<file path="src/sv/bldd_pkg.sv">
// ----------------------------------------------------------------------------
// bldd_pkg
// shared types and constants of the brake light deceleration detector
// ----------------------------------------------------------------------------
package bldd_pkg;

    localparam int SPEED_W  = 16;
    localparam int MAG_W    = 15;
    localparam int FACTOR_W = 16;
    localparam int WLEN_W   = 4;
    localparam int FRAC_W   = 14;
    localparam int CFG_W    = 16;
    localparam int CFG_IDX_W = 2;
    localparam int OUT_DATA_W = 8;

    localparam logic [MAG_W-1:0]    MAG_MAX = '1;

    localparam logic [WLEN_W-1:0]   WLEN_RST    = 4'd10;
    localparam logic [FACTOR_W-1:0] EN_FAC_RST  = 16'd15565;
    localparam logic [FACTOR_W-1:0] DIS_FAC_RST = 16'd17039;
    localparam logic [SPEED_W-1:0]  MARGIN_RST  = 16'hFFC3;

    typedef enum logic [CFG_IDX_W-1:0] {
        CFG_WINDOW_LENGTH  = 2'd0,
        CFG_ENABLE_FACTOR  = 2'd1,
        CFG_DISABLE_FACTOR = 2'd2,
        CFG_DECEL_MARGIN   = 2'd3
    } t_cfg_idx;

    typedef enum logic [3:0] {
        S_IDLE,
        S_PREP,
        S_DROP,
        S_APPEND,
        S_MUL_MC,
        S_MUL_SE,
        S_MUL_MG,
        S_MUL_SD,
        S_FIN,
        S_EVAL
    } t_state;

    typedef enum logic [1:0] {
        DIR_STAND = 2'b00,
        DIR_FWD   = 2'b01,
        DIR_REV   = 2'b11
    } t_dir;

endpackage

</file>
<file path="src/sv/bldd_mul.sv">
// ----------------------------------------------------------------------------
// bldd_mul
// shared signed multiplier with registered product
// ----------------------------------------------------------------------------
module bldd_mul #(
    parameter int A_W = 21,
    parameter int B_W = 17
) (
    input  logic                     i_clk,
    input  logic                     i_en,
    input  logic signed [A_W-1:0]    i_a,
    input  logic signed [B_W-1:0]    i_b,
    output logic signed [A_W+B_W-1:0] o_prod
);

    logic signed [A_W+B_W-1:0] r_prod;

    always_ff @(posedge i_clk) begin
        if (i_en) begin
            r_prod <= (A_W+B_W)'(i_a) * (A_W+B_W)'(i_b);
        end
    end

    assign o_prod = r_prod;

endmodule

</file>
<file path="src/sv/bldd_ring.sv">
// ----------------------------------------------------------------------------
// bldd_ring
// magnitude window store, one write port and one registered read port
// ----------------------------------------------------------------------------
module bldd_ring
    import bldd_pkg::*;
#(
    parameter int DEPTH = 16,
    parameter int ADDR_W = 4
) (
    input  logic              i_clk,
    input  logic              i_wr_en,
    input  logic [ADDR_W-1:0] i_wr_addr,
    input  logic [MAG_W-1:0]  i_wr_data,
    input  logic              i_rd_en,
    input  logic [ADDR_W-1:0] i_rd_addr,
    output logic [MAG_W-1:0]  o_rd_data
);

    logic [MAG_W-1:0] r_mem [DEPTH];
    logic [MAG_W-1:0] r_rd_data;

    always_ff @(posedge i_clk) begin
        if (i_wr_en) begin
            r_mem[i_wr_addr] <= i_wr_data;
        end
    end

    always_ff @(posedge i_clk) begin
        if (i_rd_en) begin
            r_rd_data <= r_mem[i_rd_addr];
        end
    end

    assign o_rd_data = r_rd_data;

endmodule

</file>
<file path="src/sv/brake_light_decel_detector_core.sv">
// ----------------------------------------------------------------------------
// brake_light_decel_detector_core
// brake light control from a window average of speed magnitudes
// ----------------------------------------------------------------------------
// Each speed sample is carried from its input transfer to its result in the
// output register by a sequencer that steps through window update (when due,
// a drop of the oldest magnitude through the registered read of the window
// store, then the append) and four products formed one after another on a
// single shared multiplier, followed by the compare. The compare step holds
// while an earlier result still waits in the output register. A new sample is
// taken in the cycle after the result is registered, even while that result
// waits to be taken; the next sample is not accepted before then.
// The window store needs no clearing after reset. Result tdata bits:
// 0 brake_light, 1 turned_on, 2 turned_off.
module brake_light_decel_detector_core
    import bldd_pkg::*;
#(
    parameter int WINDOW_DEPTH = 16
) (
    input  logic                  i_clk,
    input  logic                  i_rst_n,
    input  logic                  s_axis_tvalid,
    output logic                  s_axis_tready,
    input  logic [SPEED_W-1:0]    s_axis_tdata,   // [15:0] speed
    output logic                  m_axis_tvalid,
    input  logic                  m_axis_tready,
    output logic [OUT_DATA_W-1:0] m_axis_tdata,   // [0] brake_light [1] turned_on [2] turned_off
    input  logic                  i_cfg_wr_en,
    input  logic [CFG_IDX_W-1:0]  i_cfg_index,
    input  logic [CFG_W-1:0]      i_cfg_wdata
);

    localparam int HEAD_W = $clog2(WINDOW_DEPTH);
    localparam int CNT_W  = $clog2(WINDOW_DEPTH + 1);
    localparam int SUM_W  = MAG_W + CNT_W;
    localparam int A_W    = SUM_W + 1;
    localparam int B_W    = SPEED_W + 1;
    localparam int P_W    = A_W + B_W;
    localparam int CMP_W  = P_W + FRAC_W + 1;

    t_state r_state, n_state;

    logic [WLEN_W-1:0]   r_wlen;
    logic [FACTOR_W-1:0] r_en_fac;
    logic [FACTOR_W-1:0] r_dis_fac;
    logic [SPEED_W-1:0]  r_margin;

    logic [SPEED_W-1:0]  r_speed;
    logic [MAG_W-1:0]    r_mag;
    logic [HEAD_W-1:0]   r_head;
    logic [CNT_W-1:0]    r_count;
    logic [SUM_W-1:0]    r_sum;
    t_dir                r_dir;
    logic                r_brake;

    logic signed [P_W-1:0] r_p_mc, r_p_se, r_p_mg, r_p_sd;

    logic                  r_out_valid;
    logic [OUT_DATA_W-1:0] r_out_data;

    logic signed [SPEED_W:0] w_speed_ext;
    logic signed [SPEED_W:0] w_abs;
    logic [MAG_W-1:0]        w_mag;
    t_dir                    w_dir;
    logic                    w_drop;

    logic [CNT_W:0]       w_wsum;
    logic [CNT_W:0]       w_wrap;
    logic [HEAD_W-1:0]    w_wr_addr;
    logic [MAG_W-1:0]     w_rd_data;

    logic                  w_mul_en;
    logic signed [A_W-1:0] w_mul_a;
    logic signed [B_W-1:0] w_mul_b;
    logic signed [P_W-1:0] w_prod;

    logic signed [CMP_W-1:0] w_lhs;
    logic                    w_on_cond;
    logic                    w_on_fired;
    logic                    w_brake_mid;
    logic                    w_off_fired;
    logic                    w_brake_new;
    logic                    w_out_free;

    // configuration
    always_ff @(posedge i_clk) begin
        if (!i_rst_n) begin
            r_wlen    <= WLEN_RST;
            r_en_fac  <= EN_FAC_RST;
            r_dis_fac <= DIS_FAC_RST;
            r_margin  <= MARGIN_RST;
        end else if (i_cfg_wr_en) begin
            unique case (t_cfg_idx'(i_cfg_index))
                CFG_WINDOW_LENGTH:  r_wlen    <= i_cfg_wdata[WLEN_W-1:0];
                CFG_ENABLE_FACTOR:  r_en_fac  <= i_cfg_wdata[FACTOR_W-1:0];
                CFG_DISABLE_FACTOR: r_dis_fac <= i_cfg_wdata[FACTOR_W-1:0];
                CFG_DECEL_MARGIN:   r_margin  <= i_cfg_wdata[SPEED_W-1:0];
            endcase
        end
    end

    // sample magnitude and direction
    assign w_speed_ext = (SPEED_W+1)'($signed(r_speed));
    assign w_abs       = w_speed_ext[SPEED_W] ? -w_speed_ext : w_speed_ext;
    assign w_mag       = w_abs[MAG_W] ? MAG_MAX : w_abs[MAG_W-1:0];
    assign w_dir       = r_speed[SPEED_W-1] ? DIR_REV :
                         ((r_speed != '0) ? DIR_FWD : DIR_STAND);
    assign w_drop      = (32'(r_count) > 32'(r_wlen)) ||
                         (32'(r_count) >= 32'(WINDOW_DEPTH));

    // append position, wrapped around the ring
    assign w_wsum    = (CNT_W+1)'(r_head) + (CNT_W+1)'(r_count);
    assign w_wrap    = (w_wsum >= (CNT_W+1)'(WINDOW_DEPTH)) ?
                       (w_wsum - (CNT_W+1)'(WINDOW_DEPTH)) : w_wsum;
    assign w_wr_addr = w_wrap[HEAD_W-1:0];

    bldd_ring #(
        .DEPTH  (WINDOW_DEPTH),
        .ADDR_W (HEAD_W)
    ) u_ring (
        .i_clk     (i_clk),
        .i_wr_en   (r_state == S_APPEND),
        .i_wr_addr (w_wr_addr),
        .i_wr_data (r_mag),
        .i_rd_en   (r_state == S_PREP),
        .i_rd_addr (r_head),
        .o_rd_data (w_rd_data)
    );

    // operand selection for the shared multiplier
    always_comb begin
        w_mul_en = 1'b1;
        w_mul_a  = A_W'(r_count);
        w_mul_b  = B_W'(r_mag);
        unique case (r_state)
            S_MUL_MC: begin
                w_mul_a = A_W'(r_count);
                w_mul_b = B_W'(r_mag);
            end
            S_MUL_SE: begin
                w_mul_a = A_W'(r_sum);
                w_mul_b = B_W'(r_en_fac);
            end
            S_MUL_MG: begin
                w_mul_a = A_W'(r_count);
                w_mul_b = B_W'($signed(r_margin));
            end
            S_MUL_SD: begin
                w_mul_a = A_W'(r_sum);
                w_mul_b = B_W'(r_dis_fac);
            end
            default: begin
                w_mul_en = 1'b0;
            end
        endcase
    end

    bldd_mul #(
        .A_W (A_W),
        .B_W (B_W)
    ) u_mul (
        .i_clk  (i_clk),
        .i_en   (w_mul_en),
        .i_a    (w_mul_a),
        .i_b    (w_mul_b),
        .o_prod (w_prod)
    );

    // rule evaluation
    assign w_lhs       = CMP_W'(r_p_mc) <<< FRAC_W;
    assign w_on_cond   = (w_lhs - CMP_W'(r_p_se)) < (CMP_W'(r_p_mg) <<< FRAC_W);
    assign w_on_fired  = !r_brake && w_on_cond;
    assign w_brake_mid = r_brake || w_on_fired;
    assign w_off_fired = w_brake_mid &&
                         ((w_lhs > CMP_W'(r_p_sd)) || (r_speed == '0));
    assign w_brake_new = w_brake_mid && !w_off_fired;
    assign w_out_free  = !r_out_valid || m_axis_tready;

    always_comb begin
        n_state = r_state;
        unique case (r_state)
            S_IDLE:   if (s_axis_tvalid) n_state = S_PREP;
            S_PREP:   n_state = ((w_dir == r_dir) && w_drop) ? S_DROP : S_APPEND;
            S_DROP:   n_state = S_APPEND;
            S_APPEND: n_state = S_MUL_MC;
            S_MUL_MC: n_state = S_MUL_SE;
            S_MUL_SE: n_state = S_MUL_MG;
            S_MUL_MG: n_state = S_MUL_SD;
            S_MUL_SD: n_state = S_FIN;
            S_FIN:    n_state = S_EVAL;
            S_EVAL:   if (w_out_free) n_state = S_IDLE;
            default:  n_state = S_IDLE;
        endcase
    end

    always_ff @(posedge i_clk) begin
        if (!i_rst_n) begin
            r_state <= S_IDLE;
        end else begin
            r_state <= n_state;
        end
    end

    // window state
    always_ff @(posedge i_clk) begin
        if (!i_rst_n) begin
            r_head  <= '0;
            r_count <= '0;
            r_sum   <= '0;
            r_dir   <= DIR_STAND;
            r_brake <= 1'b0;
        end else begin
            case (r_state)
                S_PREP: begin
                    if (w_dir != r_dir) begin
                        r_head  <= '0;
                        r_count <= '0;
                        r_sum   <= '0;
                        r_dir   <= w_dir;
                    end
                end
                S_DROP: begin
                    r_sum   <= r_sum - SUM_W'(w_rd_data);
                    r_head  <= (r_head == HEAD_W'(WINDOW_DEPTH - 1)) ? '0 : r_head + 1'b1;
                    r_count <= r_count - 1'b1;
                end
                S_APPEND: begin
                    r_sum   <= r_sum + SUM_W'(r_mag);
                    r_count <= r_count + 1'b1;
                end
                S_EVAL: begin
                    if (w_out_free) begin
                        r_brake <= w_brake_new;
                    end
                end
                default: begin
                end
            endcase
        end
    end

    // sample and product registers
    always_ff @(posedge i_clk) begin
        if (s_axis_tvalid && s_axis_tready) begin
            r_speed <= s_axis_tdata;
        end
        if (r_state == S_PREP) begin
            r_mag <= w_mag;
        end
        if (r_state == S_MUL_SE) begin
            r_p_mc <= w_prod;
        end
        if (r_state == S_MUL_MG) begin
            r_p_se <= w_prod;
        end
        if (r_state == S_MUL_SD) begin
            r_p_mg <= w_prod;
        end
        if (r_state == S_FIN) begin
            r_p_sd <= w_prod;
        end
    end

    // output register
    always_ff @(posedge i_clk) begin
        if (!i_rst_n) begin
            r_out_valid <= 1'b0;
        end else if ((r_state == S_EVAL) && w_out_free) begin
            r_out_valid <= 1'b1;
        end else if (m_axis_tready) begin
            r_out_valid <= 1'b0;
        end
    end

    always_ff @(posedge i_clk) begin
        if ((r_state == S_EVAL) && w_out_free) begin
            r_out_data <= {{(OUT_DATA_W-3){1'b0}}, w_off_fired, w_on_fired, w_brake_new};
        end
    end

    assign s_axis_tready = (r_state == S_IDLE);
    assign m_axis_tvalid = r_out_valid;
    assign m_axis_tdata  = r_out_data;

    a_count_bound: assert property (@(posedge i_clk) disable iff (!i_rst_n)
        32'(r_count) <= 32'(WINDOW_DEPTH))
        else $error("window count beyond depth");

    a_empty_sum: assert property (@(posedge i_clk) disable iff (!i_rst_n)
        (r_count == '0) |-> (r_sum == '0))
        else $error("empty window with nonzero sum");

    a_accept_prep: assert property (@(posedge i_clk) disable iff (!i_rst_n)
        (s_axis_tvalid && s_axis_tready) |=> (r_state == S_PREP))
        else $error("transfer not followed by window update");

    a_result_from_eval: assert property (@(posedge i_clk) disable iff (!i_rst_n)
        $rose(r_out_valid) |-> $past(r_state == S_EVAL))
        else $error("result without evaluation");

    a_on_flag_light: assert property (@(posedge i_clk) disable iff (!i_rst_n)
        (r_out_valid && r_out_data[1] && !r_out_data[2]) |-> r_out_data[0])
        else $error("turn-on without light");

endmodule
</file>
<file path="config.mk">
export PLATFORM = sky130hd
export DESIGN_NAME = brake_light_decel_detector_core
export DESIGN_NICKNAME = d
export VERILOG_FILES = /design/src/sv/bldd_pkg.sv /design/src/sv/bldd_mul.sv /design/src/sv/bldd_ring.sv /design/src/sv/brake_light_decel_detector_core.sv
export SDC_FILE = /design/constraint.sdc
export NUM_CORES = 2
export LEC_CHECK = 0
export BUFFER_PORTS_ARGS = -buffer_cell sky130_fd_sc_hd__buf_4
export CAP_MARGIN = 20
export CORE_MARGIN = 2
export CORE_UTILIZATION = 35
export DETAILED_ROUTE_END_ITERATION = 16
export PLACE_DENSITY = 0.48
export SYNTH_ARGS = -nofsm -noshare
export SYNTH_HDL_FRONTEND = slang
export SYNTH_SLANG_ARGS = --single-unit
</file>
<file path="constraint.sdc">
create_clock -name i_clk -period 8.4 [get_ports i_clk]
set_clock_uncertainty 0.1 [all_clocks]
set_input_delay 0.84 -clock i_clk [delete_from_list [all_inputs] [get_ports i_clk]]
set_output_delay 0.84 -clock i_clk [all_outputs]
set_load 0.005 [all_outputs]
</file>
==> summary.md <==
| Metric | Value |
|---|---|
| Post-route cell area | `41800 um^2` |
| Register area share after synthesis | `43.6%` |
| Number of vias after detailed routing | `24000` |
| Reg-to-reg startpoint | `r_state[1]` |
| Worst path bufs/invs | `6` |
| Share of async-settable or async-resettable flops after synthesis | `0%` |
| Ratio of final minimum period to clock period | `95.0%` |
| Total Nets Final | `3994` |
| Most frequent cell after synthesis | `edfxtp_1` |
| Total negative slack | `0 ns` |
| DP Area | `39500 um^2` |
| Cell with the most instances on the worst path | `fa_1` |
| Clock-pin slew of the registers on the worst-case setup and hold paths | `0.06 ns` |
| Proportion of netlist area held by the largest area contributor | `38.8%` |
| TritonCTS clock tree | `yes` |
| Filler instances | `10400` |
| Slowest library cell on the worst path | `dfxtp_2` |
| Die ar. | `108000 um^2` |
| Most area-consuming cells after synthesis | `edfxtp_1 39%, fa_1 15%, ha_1 9.4%` |
| Clock Root Buffer | `clkbuf_16` |
| Area added between synthesis and finish | `13.0%` |
| Number of antenna violations at the first check in global routing | `2` |
| Count of cell types in the netlist | `72` |
| Routed wire length per instance | `20.4 um` |
| Antenna cells | `0` |
| H-tree lvl count | `3` |
| Number of enable-type register cells in the synthesized netlist | `479` |
| Timing-limited maximum frequency | `125 MHz` |
| Critical Path Sink Type | `flip-flop` |
| Worst setup SP type | `flip-flop` |
| Number of CTS-inserted buffers | `69` |
| Count of endpoints failing setup in the final report | `0` |
| Final RePlAce weighted congestion | `0.889` |
| Vertical die dimension | `329 um` |
| Placed wire-length estimate | `74400 um` |
| Setup crit start | `r_state[1]` |
| Worst slew pin tran | `1.04 ns` |
| Type of the worst setup path | `reg -> reg` |
| Hold WC Path Type | `in -> reg` |
| Number of warnings reported in the yosys synthesis log | `0` |
| Pleak | `0.0177 uW` |
| Post-layout util | `39.8%` |
| DRC violation count after routing | `0` |
| Worst-Skew Late Latency | `0.66 ns` |
| Max-slew violations | `0` |
| Unrepaired setup endpoints after global routing | `false` |
| Global-route wire length before repair | `150000 um` |
| Area inside the core boundary | `105000 um^2` |
| Clock Path Buffers | `3` |
| IO Count | `49` |
| Number of max-capacitance violations reported | `0` |
| Ratio of routed vias to standard cells | `4.94` |
| Number of search-and-repair iterations in the first detailed-routing pass | `5` |
| Worst rel slew slack | `30.9%` |
| Delay of the slowest cell on the worst path | `0.60 ns` |
| Seq cells post-synth | `568` |
| Post-Synthesis Mean Instance Area | `11.2 um^2` |
| Row count | `119` |
| Final count of hold timing violations | `0` |
| Pin count of the biggest net entering global routing | `66` |
| Maximum fanout along the worst path | `21` |
| Crit path DAT | `8.23 ns` |
| Maximum vdd ir drop | `156 uV` |
| Quantity of I/O buffers inserted on ports | `43` |
| Via count of the first global-routing pass | `24100` |
| Pwr dens | `178 nW/um^2` |
| Iter 0 DRT Violations | `1934` |
| Initial core utilization | `35.2%` |
| Top cells by instance count after synthesis | `479 x edfxtp_1, 465 x inv_1, 382 x nand2_1` |
| Antenna viol nets, final | `0` |
| Total number of clock tree sinks | `568` |
| Most used flip-flop cell after synthesis | `edfxtp_1` |
| Post-Route Hold Slack | `0.261 ns` |
| Crit path required time | `8.64 ns` |
| Number of cells produced by synthesis | `3296` |
| Sum of routed wire length over all layers | `99100 um` |
| Floorplan die width | `329 um` |
| Number of buffers inserted by hold repair at cts | `0` |
| Minimum clock period after layout | `7.98 ns` |
| Cell class contributing the biggest share of worst-path delay | `adder cells` |
| Setup Fix Bufs, Post-CTS | `0` |
| Ratio of cells with drive above 1 in the final layout | `10.7%` |
| Top cell type by total area after synthesis | `edfxtp_1` |
| Status | `finished, final reports clean` |
| Overall track demand over capacity in global routing | `18.4%` |
| Startpoint of the tightest hold check path | `s_axis_tdata[9]` |
| Overflow left after global routing | `0` |
| Cell area after technology mapping | `37000 um^2` |
## registers in the layout, indices dropped and copies added, names as in the netlist, 5 cells and up
name,cells
r_p_mc,38
u_ring.o_rd_data,15
r_dis_fac,16
r_speed,16
r_count,5
u_mul.o_prod,38
r_p_se,38
r_p_sd,38
r_margin,16
u_ring.r_mem,240
r_sum,20
r_en_fac,16
r_p_mg,38
r_mag,15
## power by group
part / total, uW / switching [uW] / internal, uW
clock network: 2960 / 1240 / 1720
registers: 3300 / 113 / 3190
logic: 1180 / 747 / 431
## final timing paths
path	to	slack (ns)	depth (start not counted)
worst min-delay path	r_speed[9]	0.26	1
worst min register to register	r_dis_fac[12]	0.35	2
worst max register to register	u_mul.o_prod[37]	0.42	27
worst max-delay path	u_mul.o_prod[37]	0.42	27
## placed cells by master (no fill, tap or decap), types with 8 or more instances in the layout
master	netlist	final
nand2b_1	23	23
mux4_2	75	75
nand2_1	382	381
clkbuf_16	0	69
fa_1	272	272
nor2_1	344	329
inv_1	465	464
xor2_1	47	47
a22oi_1	16	16
and3_1	34	34
mux2i_1	19	19
nand3_1	61	61
o21ai_1	8	9
o21a_1	30	27
dfxtp_1	89	85
buf_4	5	147
xnor2_1	63	63
nor2b_1	29	29
o21bai_1	11	11
nor2_2	1	13
nand4_1	22	22
a21o_1	63	63
o21ai_0	59	56
a21oi_1	143	142
clkinv_1	0	18
edfxtp_1	479	479
nor4_1	10	10
nor3_1	26	23
or3_1	15	15
clkbuf_1	93	15
o211ai_1	8	8
ha_1	278	278
a211oi_1	11	11
## final cells by class
| type | instances | area, um^2 | share of cell area (%) |
|---|---|---|---|
| sequential | 568 | 16200 | 38.6 |
| tap | 1391 | 1740 | 4.16 |
| clock inverter | 41 | 487 | 1.16 |
| timing repair buffer | 150 | 1150 | 2.74 |
| inverter | 466 | 1750 | 4.18 |
| clock buffer | 84 | 1780 | 4.26 |
| multi-input combinational | 2150 | 18800 | 44.8 |
## kinds of logic (layout without fill, tap and decap cells)
logic type / count (synthesis) / in the layout / share of synthesized area, %
buf+inv: 582 / 741 / 6.00
simple gates: 978 / 978 / 11.5
compound gates: 410 / 410 / 7.01
xor+xnor: 110 / 110 / 2.60
fa+ha+maj: 550 / 550 / 24.1
flops: 568 / 568 / 43.6
mux: 97 / 97 / 5.16
other cells: 1 / 5 / 0.0101
## per-stage QoR
stage | worst slack, ns | total power, uW | instances
2_1_floorplan | 0.125 | 4080 | 3300
3_3_place_gp | 0.358 | 4540 | 4724
3_5_place_dp | 0.255 | 4530 | 4724
4_1_cts | 0.230 | 7530 | 4849
5_1_grt | 0.0177 | 7770 | 4850
6_report | 0.417 | 7440 | 4850
## layer usage
layer	vias up	share of wire, %	track usage, %
met1	11800	45	25.0
met5	-	0	0
met4	0	2.4	5.16
li1	11400	-	-
met2	616	46	29.7
met3	133	6.1	4.08
## timing repair
action	in CTS	in global routing
endpoints found under the hold margin	0	0
gates resized for setup	0	10
setup endpoints to repair	0	3
Power figures use the tool's default switching activity.
